`config.mk`:
```
export PLATFORM = sky130hd
export DESIGN_NAME = rational_fraction_adder_flat
export DESIGN_NICKNAME = d
export VERILOG_FILES = /design/src/rtl/rfa_pkg.sv /design/src/rtl/rfa_if.sv /design/src/rtl/rfa_div.sv /design/src/rtl/rational_fraction_adder.sv /design/src/flat_wrapper.sv
export SDC_FILE = /design/constraint.sdc
export NUM_CORES = 2
export LEC_CHECK = 0
export BUFFER_PORTS_ARGS = -buffer_cell sky130_fd_sc_hd__buf_2
export CORE_MARGIN = 10
export CORE_UTILIZATION = 60
export CTS_BUF_LIST = sky130_fd_sc_hd__clkbuf_8
export CTS_CLUSTER_DIAMETER = 60
export DETAILED_ROUTE_END_ITERATION = 12
export PLACE_DENSITY = 0.77
export SYNTH_ARGS = -nofsm -noshare
export SYNTH_HDL_FRONTEND = slang
export SYNTH_SLANG_ARGS = --single-unit
export TNS_END_PERCENT = 20
```
`constraint.sdc`:
```
create_clock -name clk -period 8.3 [get_ports clk]
set_clock_uncertainty 0.15 [all_clocks]
set_input_delay 0.415 -clock clk [delete_from_list [all_inputs] [get_ports clk]]
set_output_delay 0.415 -clock clk [all_outputs]
set_load 0.02 [all_outputs]
```
`src/rtl/rfa_pkg.sv`:
```
// rfa_pkg: shared constants and types for the rational fraction adder
// no dependencies

package rfa_pkg;

    localparam int NUM_W  = 16;
    localparam int DEN_W  = 15;
    localparam int SNUM_W = 32;
    localparam int SDEN_W = 30;
    // shared divider operand width, covers lcm and the scaled sum magnitude
    localparam int DIV_W  = 32;
    localparam int CNT_W  = 6;

    localparam logic STATUS_OK      = 1'b0;
    localparam logic STATUS_ZERODEN = 1'b1;

    typedef struct packed {
        logic              start;
        logic [DIV_W-1:0]  dividend;
        logic [DIV_W-1:0]  divisor;
    } div_req_t;

    typedef struct packed {
        logic              done;
        logic [DIV_W-1:0]  quotient;
        logic [DIV_W-1:0]  remainder;
    } div_rsp_t;

endpackage

```
`src/rtl/rfa_if.sv`:
```
// rfa_if: valid/ready channel interfaces for the rational fraction adder
// depends on rfa_pkg

interface rfa_in_if;
    logic                            valid;
    logic                            ready;
    logic signed [rfa_pkg::NUM_W-1:0] first_num;
    logic        [rfa_pkg::DEN_W-1:0] first_den;
    logic signed [rfa_pkg::NUM_W-1:0] second_num;
    logic        [rfa_pkg::DEN_W-1:0] second_den;

    modport source (output valid, first_num, first_den, second_num, second_den,
                    input ready);
    modport sink   (input valid, first_num, first_den, second_num, second_den,
                    output ready);
endinterface

interface rfa_out_if;
    logic                              valid;
    logic                              ready;
    logic signed [rfa_pkg::SNUM_W-1:0] sum_num;
    logic        [rfa_pkg::SDEN_W-1:0] sum_den;
    logic                              status;

    modport source (output valid, sum_num, sum_den, status, input ready);
    modport sink   (input valid, sum_num, sum_den, status, output ready);
endinterface

```
`src/rtl/rfa_div.sv`:
```
// rfa_div: shared restoring divider, one quotient bit per cycle
// depends on rfa_pkg

module rfa_div (
    input  logic              clk,
    input  logic              rst_n,
    input  rfa_pkg::div_req_t req,
    output rfa_pkg::div_rsp_t rsp
);

    logic [rfa_pkg::DIV_W-1:0] quo_reg, quo_next;
    logic [rfa_pkg::DIV_W-1:0] rem_reg, rem_next;
    logic [rfa_pkg::DIV_W-1:0] dsr_reg, dsr_next;
    logic [rfa_pkg::CNT_W-1:0] cnt_reg, cnt_next;
    logic                      busy_reg, busy_next;
    logic                      done_reg, done_next;
    logic [rfa_pkg::DIV_W:0]   trial;
    logic [rfa_pkg::DIV_W:0]   shifted;

    always_comb
    begin
        quo_next  = quo_reg;
        rem_next  = rem_reg;
        dsr_next  = dsr_reg;
        cnt_next  = cnt_reg;
        busy_next = busy_reg;
        done_next = 1'b0;
        shifted   = {rem_reg, quo_reg[rfa_pkg::DIV_W-1]};
        trial     = shifted - {1'b0, dsr_reg};
        if (req.start)
        begin
            quo_next  = req.dividend;
            rem_next  = '0;
            dsr_next  = req.divisor;
            cnt_next  = '0;
            busy_next = 1'b1;
        end
        else if (busy_reg)
        begin
            if (trial[rfa_pkg::DIV_W])
            begin
                rem_next = shifted[rfa_pkg::DIV_W-1:0];
                quo_next = {quo_reg[rfa_pkg::DIV_W-2:0], 1'b0};
            end
            else
            begin
                rem_next = trial[rfa_pkg::DIV_W-1:0];
                quo_next = {quo_reg[rfa_pkg::DIV_W-2:0], 1'b1};
            end
            cnt_next = cnt_reg + 1'b1;
            if (cnt_reg == rfa_pkg::CNT_W'(rfa_pkg::DIV_W - 1))
            begin
                busy_next = 1'b0;
                done_next = 1'b1;
            end
        end
    end

    always_ff @(posedge clk or negedge rst_n)
    begin
        if (!rst_n)
        begin
            busy_reg <= 1'b0;
            done_reg <= 1'b0;
            cnt_reg  <= '0;
        end
        else
        begin
            busy_reg <= busy_next;
            done_reg <= done_next;
            cnt_reg  <= cnt_next;
        end
    end

    always_ff @(posedge clk)
    begin
        quo_reg <= quo_next;
        rem_reg <= rem_next;
        dsr_reg <= dsr_next;
    end

    assign rsp.done      = done_reg;
    assign rsp.quotient  = quo_reg;
    assign rsp.remainder = rem_reg;

    a_done_pulse: assert property (@(posedge clk) disable iff (!rst_n)
        done_reg |=> !done_reg) else $error("divider done held");
    a_done_after_busy: assert property (@(posedge clk) disable iff (!rst_n)
        done_reg |-> $past(busy_reg)) else $error("divider done without work");
    a_cnt_idle: assert property (@(posedge clk) disable iff (!rst_n)
        !busy_reg && !req.start |=> !busy_reg) else $error("divider woke unasked");

endmodule

```
`src/rtl/rational_fraction_adder.sv`:
```
// rational_fraction_adder: top level, sequencer around one shared divider
// sequencing: five fixed divisions plus one per gcd step; a zero sum takes three fixed
// divisions plus the first gcd's steps; a zero den goes from idle straight to ST_OUT
// throughput: one transaction at a time, in_ch.ready high only in idle
// reset: rst_n asynchronous active low, returns the sequencer to idle
// depends on rfa_pkg, rfa_if, rfa_div

module rational_fraction_adder (
    input  logic           clk,
    input  logic           rst_n,
    rfa_in_if.sink         in_ch,
    rfa_out_if.source      out_ch
);

    typedef enum logic [9:0] {
        ST_IDLE = 10'b0000000001,
        ST_G1   = 10'b0000000010, // gcd of denominators
        ST_L1   = 10'b0000000100, // d1 / g
        ST_M1   = 10'b0000001000, // lcm = q * d2
        ST_S1   = 10'b0000010000, // lcm / d1
        ST_S2   = 10'b0000100000, // lcm / d2, then products
        ST_SUM  = 10'b0001000000,
        ST_G2   = 10'b0010000000, // gcd of |sum| and lcm
        ST_R1   = 10'b0100000000, // |sum| / g and lcm / g
        ST_OUT  = 10'b1000000000
    } state_t;

    localparam int W = rfa_pkg::DIV_W;

    state_t state_reg, state_next;
    logic              wait_reg, wait_next;   // divider request in flight
    logic              sub_reg, sub_next;     // second division of reduce step
    logic signed [rfa_pkg::NUM_W-1:0] n1_reg, n2_reg;
    logic        [rfa_pkg::DEN_W-1:0] d1_reg, d2_reg;
    logic [W-1:0]      x_reg, x_next, y_reg, y_next;
    logic [W-1:0]      lcm_reg, lcm_next;
    logic [W-1:0]      t_reg, t_next;        // scratch factor
    logic signed [W:0] p1_reg, p1_next, p2_reg, p2_next;
    logic              neg_reg, neg_next;
    logic [W-1:0]      mag_reg, mag_next;
    logic signed [rfa_pkg::SNUM_W-1:0] onum_reg, onum_next;
    logic [rfa_pkg::SDEN_W-1:0]        oden_reg, oden_next;
    logic              ost_reg, ost_next;
    logic signed [W+1:0] total;
    rfa_pkg::div_req_t req;
    rfa_pkg::div_rsp_t rsp;
    logic              in_fire;

    rfa_div u_div (.clk(clk), .rst_n(rst_n), .req(req), .rsp(rsp));

    assign in_fire     = in_ch.valid && in_ch.ready;
    assign in_ch.ready = (state_reg == ST_IDLE);
    assign total       = {p1_reg[W], p1_reg} + {p2_reg[W], p2_reg};

    always_comb
    begin
        state_next = state_reg;
        wait_next  = wait_reg;
        sub_next   = sub_reg;
        x_next = x_reg; y_next = y_reg; lcm_next = lcm_reg; t_next = t_reg;
        p1_next = p1_reg; p2_next = p2_reg; neg_next = neg_reg; mag_next = mag_reg;
        onum_next = onum_reg; oden_next = oden_reg; ost_next = ost_reg;
        req = '0;
        case (state_reg)
            ST_IDLE:
            begin
                if (in_fire)
                begin
                    if (in_ch.first_den == '0 || in_ch.second_den == '0)
                    begin
                        onum_next  = '0;
                        oden_next  = '0;
                        ost_next   = rfa_pkg::STATUS_ZERODEN;
                        state_next = ST_OUT;
                    end
                    else
                    begin
                        x_next     = W'(in_ch.first_den);
                        y_next     = W'(in_ch.second_den);
                        wait_next  = 1'b0;
                        state_next = ST_G1;
                    end
                end
            end
            ST_G1, ST_G2:
            begin
                if (!wait_reg)
                begin
                    if (y_reg == '0)
                    begin
                        if (state_reg == ST_G1)
                        begin
                            req.start    = 1'b1;
                            req.dividend = W'(d1_reg);
                            req.divisor  = x_reg;
                            wait_next    = 1'b1;
                            state_next   = ST_L1;
                        end
                        else
                        begin
                            t_next       = x_reg;
                            req.start    = 1'b1;
                            req.dividend = mag_reg;
                            req.divisor  = x_reg;
                            wait_next    = 1'b1;
                            sub_next     = 1'b0;
                            state_next   = ST_R1;
                        end
                    end
                    else
                    begin
                        req.start    = 1'b1;
                        req.dividend = x_reg;
                        req.divisor  = y_reg;
                        wait_next    = 1'b1;
                    end
                end
                else if (rsp.done)
                begin
                    x_next    = y_reg;
                    y_next    = rsp.remainder;
                    wait_next = 1'b0;
                end
            end
            ST_L1:
            begin
                if (rsp.done)
                begin
                    t_next     = rsp.quotient;
                    state_next = ST_M1;
                end
            end
            ST_M1:
            begin
                // quotient < 2^15, d2 < 2^15
                lcm_next     = W'(t_reg[rfa_pkg::DEN_W-1:0] * d2_reg);
                req.start    = 1'b1;
                req.dividend = W'(t_reg[rfa_pkg::DEN_W-1:0] * d2_reg);
                req.divisor  = W'(d1_reg);
                state_next   = ST_S1;
            end
            ST_S1:
            begin
                if (rsp.done)
                begin
                    // lcm / d1 equals d2 / g, below 2^15
                    p1_next      = (W+1)'(n1_reg *
                                   $signed({1'b0, rsp.quotient[rfa_pkg::DEN_W-1:0]}));
                    req.start    = 1'b1;
                    req.dividend = lcm_reg;
                    req.divisor  = W'(d2_reg);
                    state_next   = ST_S2;
                end
            end
            ST_S2:
            begin
                if (rsp.done)
                begin
                    p2_next    = (W+1)'(n2_reg *
                                 $signed({1'b0, rsp.quotient[rfa_pkg::DEN_W-1:0]}));
                    state_next = ST_SUM;
                end
            end
            ST_SUM:
            begin
                if (total == '0)
                begin
                    onum_next  = '0;
                    oden_next  = rfa_pkg::SDEN_W'(1);
                    ost_next   = rfa_pkg::STATUS_OK;
                    state_next = ST_OUT;
                end
                else
                begin
                    neg_next   = total[W+1];
                    mag_next   = total[W+1] ? W'(-total) : W'(total);
                    x_next     = total[W+1] ? W'(-total) : W'(total);
                    y_next     = lcm_reg;
                    wait_next  = 1'b0;
                    state_next = ST_G2;
                end
            end
            ST_R1:
            begin
                if (rsp.done)
                begin
                    if (!sub_reg)
                    begin
                        onum_next    = neg_reg ? -rfa_pkg::SNUM_W'(rsp.quotient)
                                               : rfa_pkg::SNUM_W'(rsp.quotient);
                        req.start    = 1'b1;
                        req.dividend = lcm_reg;
                        req.divisor  = t_reg;
                        sub_next     = 1'b1;
                    end
                    else
                    begin
                        oden_next  = rfa_pkg::SDEN_W'(rsp.quotient);
                        ost_next   = rfa_pkg::STATUS_OK;
                        state_next = ST_OUT;
                    end
                end
            end
            ST_OUT:
            begin
                if (out_ch.ready)
                begin
                    state_next = ST_IDLE;
                end
            end
            default:
            begin
                state_next = ST_IDLE;
            end
        endcase
    end

    always_ff @(posedge clk or negedge rst_n)
    begin
        if (!rst_n)
        begin
            state_reg <= ST_IDLE;
            wait_reg  <= 1'b0;
            sub_reg   <= 1'b0;
        end
        else
        begin
            state_reg <= state_next;
            wait_reg  <= wait_next;
            sub_reg   <= sub_next;
        end
    end

    always_ff @(posedge clk)
    begin
        if (in_fire)
        begin
            n1_reg <= in_ch.first_num;
            d1_reg <= in_ch.first_den;
            n2_reg <= in_ch.second_num;
            d2_reg <= in_ch.second_den;
        end
        x_reg <= x_next; y_reg <= y_next; lcm_reg <= lcm_next; t_reg <= t_next;
        p1_reg <= p1_next; p2_reg <= p2_next; neg_reg <= neg_next; mag_reg <= mag_next;
        onum_reg <= onum_next; oden_reg <= oden_next; ost_reg <= ost_next;
    end

    assign out_ch.valid   = (state_reg == ST_OUT);
    assign out_ch.sum_num = onum_reg;
    assign out_ch.sum_den = oden_reg;
    assign out_ch.status  = ost_reg;

    a_onehot: assert property (@(posedge clk) disable iff (!rst_n)
        $onehot(state_reg)) else $error("state not one-hot");
    a_err_zero: assert property (@(posedge clk) disable iff (!rst_n)
        out_ch.valid && out_ch.status |-> out_ch.sum_num == '0 && out_ch.sum_den == '0)
        else $error("error result not zero");
    a_ok_den: assert property (@(posedge clk) disable iff (!rst_n)
        out_ch.valid && !out_ch.status |-> out_ch.sum_den != '0)
        else $error("zero denominator on good result");
    a_out_hold: assert property (@(posedge clk) disable iff (!rst_n)
        out_ch.valid && !out_ch.ready |=> out_ch.valid && $stable(out_ch.sum_num))
        else $error("result dropped before taken");

endmodule

```
`src/flat_wrapper.sv`:
```
// flat-port wrapper written by rule: the top's interface ports become plain ports
module rational_fraction_adder_flat 
  (clk, rst_n, in_ch_valid, in_ch_first_num, in_ch_first_den, in_ch_second_num, in_ch_second_den, in_ch_ready, out_ch_valid, out_ch_sum_num, out_ch_sum_den, out_ch_status, out_ch_ready);
  rfa_in_if in_ch_i ();
  rfa_out_if out_ch_i ();
  input  logic clk;
  input  logic rst_n;
  input wire logic [$bits(in_ch_i.valid)-1:0] in_ch_valid;
  input wire logic [$bits(in_ch_i.first_num)-1:0] in_ch_first_num;
  input wire logic [$bits(in_ch_i.first_den)-1:0] in_ch_first_den;
  input wire logic [$bits(in_ch_i.second_num)-1:0] in_ch_second_num;
  input wire logic [$bits(in_ch_i.second_den)-1:0] in_ch_second_den;
  output wire logic [$bits(in_ch_i.ready)-1:0] in_ch_ready;
  output wire logic [$bits(out_ch_i.valid)-1:0] out_ch_valid;
  output wire logic [$bits(out_ch_i.sum_num)-1:0] out_ch_sum_num;
  output wire logic [$bits(out_ch_i.sum_den)-1:0] out_ch_sum_den;
  output wire logic [$bits(out_ch_i.status)-1:0] out_ch_status;
  input wire logic [$bits(out_ch_i.ready)-1:0] out_ch_ready;
  assign in_ch_i.valid = in_ch_valid;
  assign in_ch_i.first_num = in_ch_first_num;
  assign in_ch_i.first_den = in_ch_first_den;
  assign in_ch_i.second_num = in_ch_second_num;
  assign in_ch_i.second_den = in_ch_second_den;
  assign in_ch_ready = in_ch_i.ready;
  assign out_ch_valid = out_ch_i.valid;
  assign out_ch_sum_num = out_ch_i.sum_num;
  assign out_ch_sum_den = out_ch_i.sum_den;
  assign out_ch_status = out_ch_i.status;
  assign out_ch_i.ready = out_ch_ready;
  rational_fraction_adder u_core (.clk(clk), .rst_n(rst_n), .in_ch(in_ch_i), .out_ch(out_ch_i));
endmodule
```
==> results_dict.tcl <==
set metrics [dict create \
    status "completed" \
    via_per_inst 5.96 \
    ys_seq_area_share_pct 27.5 \
    initial_core_util_pct 60.8 \
    netlist_instances 4972 \
    maxSlewHeadroom_pct 23.9 \
    clock_sinks 464 \
    nets 6127 \
    cts_tree "yes" \
    required_ps 8660 \
    synthesis.nets 6024 \
    worst_pin_slew_ps 1140 \
    routed_wl_um 136000 \
    fp.dieW_um 306 \
    yosys_warnings 0 \
    overflow 0 \
    gp_congestion 0.933 \
    ff2ff_path_depth 22 \
    yosys-top-cells-area "fa_1, edfxtp_1, ha_1" \
    synth_enable_flop_cells 412 \
    drt-pass1-iter-count 8 \
    crit_start "u_core.d2_reg[7]$_DFFE_PP_" \
    die_y_um 306 \
    ioPinCount 131 \
    h-tree-depth 3 \
    finalHoldViolCount 0 \
    cts_root_buf "clkbuf_8" \
    preCtsSetupSlack_ps 880 \
    cts.reportedPaths.clkPinSlew_ps 70 \
    fin_setup_tns_ps 0 \
    setup_viol 0 \
    synth_seq_cells 464 \
    cap_violations 0 \
    synth_top_area_share_pct 26.9 \
    synthFlopType "edfxtp_1" \
    drc 0 \
    worstPathArrival_ps 7880 \
    num_vias 36900 \
    wire_per_inst_um 21.9 \
    antenna_found_initial 3 \
    syn_avg_cell_area_um2 9.90 \
    critical_path_class "register to register" \
    dp.final_hpwl_um 103000 \
    startpoint_type "register" \
    cts_resized 0 \
    drt_iter0_drc 4022 \
    max_freq_mhz 133 \
    port_buffers 130 \
    rsz0062_at_grt "false" \
    ys_types 88 \
    fin_crit_sh_pct 90.6 \
    final_common_cell "inv_1" \
    syn_area_um2 49200 \
    synth_top_cell_by_area "fa_1" \
    area_growth_pct 7.61 \
    end_kind "register" \
    cts_max_path_buffers 3 \
    core_area_um2 80900 \
    clk_latency_ps 710 \
    cp_max_fo 16 \
    hp-class "input pin to asynchronous set/reset pin" \
    grt.total_usage_pct 29.1 \
    synth_async_sr_flop_share_pct 4.31 \
    drive_above_1_share_pct 6.64 \
    report.final.slew_viol_count 0 \
    fin_crit_ps 7520 \
    layout_common_cells "inv_1, fa_1, nand2_1, edfxtp_1, and2_1" \
    grt_pass1_wl_um 215000 \
    setup_slack_ps 779 \
    r2r-start "u_core.d2_reg[7]$_DFFE_PP_" \
    die_area_um2 93900 \
    cts_buffers 77 \
    grt_max_degree 66 \
    grt_pass1_vias 38600 \
    ant_nets 0 \
    rows 104 \
]
-- routing by layer --
metal  vias up  wire [um]  track usage (%)
li1      16400          -                -
met1     18300      51300             36.8
met2      1844      64200             48.1
met3       384      13100             5.80
met4         2       7060             13.2
met5         -         15                0
-- path summary, 6_finish.rpt --
| kind | endpoint | slack (ps) |
|---|---|---|
| min in group clk | u_core.n1_reg[7]$_DFFE_PP_ | 270 |
| max | u_core.u_div.quo_reg[28]$_DFFE_PP_ | 780 |
| max in group asynchronous | u_core.u_div.busy_reg$_DFF_PN0_ | 7530 |
| min | u_core.state_reg[9]$_DFFE_PN0P_ | 110 |
| min reg2reg | u_core.u_div.done_reg$_DFF_PN0_ | 350 |
| max reg2reg | u_core.u_div.quo_reg[28]$_DFFE_PP_ | 780 |
-- critical path, stage by stage (launching register included) --
cell,delay (ps)
edfxtp_1,830
nand2_1,170
fa_1,510
fa_1,520
inv_1,50
fa_1,550
fa_1,430
fa_1,490
inv_1,50
fa_1,490
inv_1,50
ha_1,350
a21o_1,200
a21oi_1,140
o21bai_1,120
a21oi_1,150
o21ai_0,90
a221oi_1,800
o21ai_0,320
nor4_1,270
nor3_1,130
mux2_2,290
o21ai_0,170
-- Yosys cell counts, types with 8 or more instances --
library cell	instances
and3_1	26
a22o_1	61
nor3_1	46
and2_1	410
a211oi_1	21
dfxtp_1	32
edfxtp_1	412
inv_1	823
or2_2	8
a21o_1	77
nand4_1	16
fa_1	661
o31ai_1	24
xor2_1	82
a22oi_1	29
a222oi_1	31
nand3_1	37
ha_1	325
o211ai_1	11
nor3b_1	10
nand2_1	609
or4_1	9
dfrtp_1	19
nor4_1	29
o21bai_1	15
o41ai_1	11
mux2i_1	32
xnor2_1	119
nand2b_1	27
a21oi_1	211
nor2b_1	22
o21a_1	26
o21ai_0	170
or3_1	15
buf_1	16
nor2_1	169
clkbuf_1	211
-- through the flow --
step                hold WS, ps  util (%)  cells  instance area [um^2]
floorplan                 -30.6         -   4972                 49200
global placement            246      62.9   5991                 50900
detailed placement          250      62.9   5991                 50900
CTS                         102      65.4   6192                 53000
global route                129      65.4   6192                 53000
finish                      106      65.4   6193                 53000
-- area by class of cell --
| type | instances | area [um^2] |
|---|---|---|
| multi-input combinational | 3454 | 31800 |
| fill | 6393 | 28000 |
| sequential | 464 | 13500 |
| inverter | 823 | 3090 |
| timing repair buffer | 255 | 1780 |
| tap | 1060 | 1330 |
| clock buffer | 78 | 1070 |
| clock inverter | 58 | 352 |
| antenna | 1 | 2.50 |
-- repair_timing --
item	in CTS	in global routing
endpoints found under the hold margin	101	0
hold buffers	65	0
buffers inserted	0	0
-- cells by family (layout without fill, tap and decap cells) --
group	Yosys count	in the layout	share of synthesized area, %
buf+inv	1054	1214	8.06
fa+ha+maj	986	986	35.1
mux	37	37	0.765
other cells	0	1	0
flops	464	464	27.5
xor+xnor	201	201	3.58
compound gates	773	773	10.4
simple gates	1457	1457	14.6
Power is left out: the tool's default activity adds up to more than one toggle a clock period on the data nets, which glitch-free logic cannot reach.
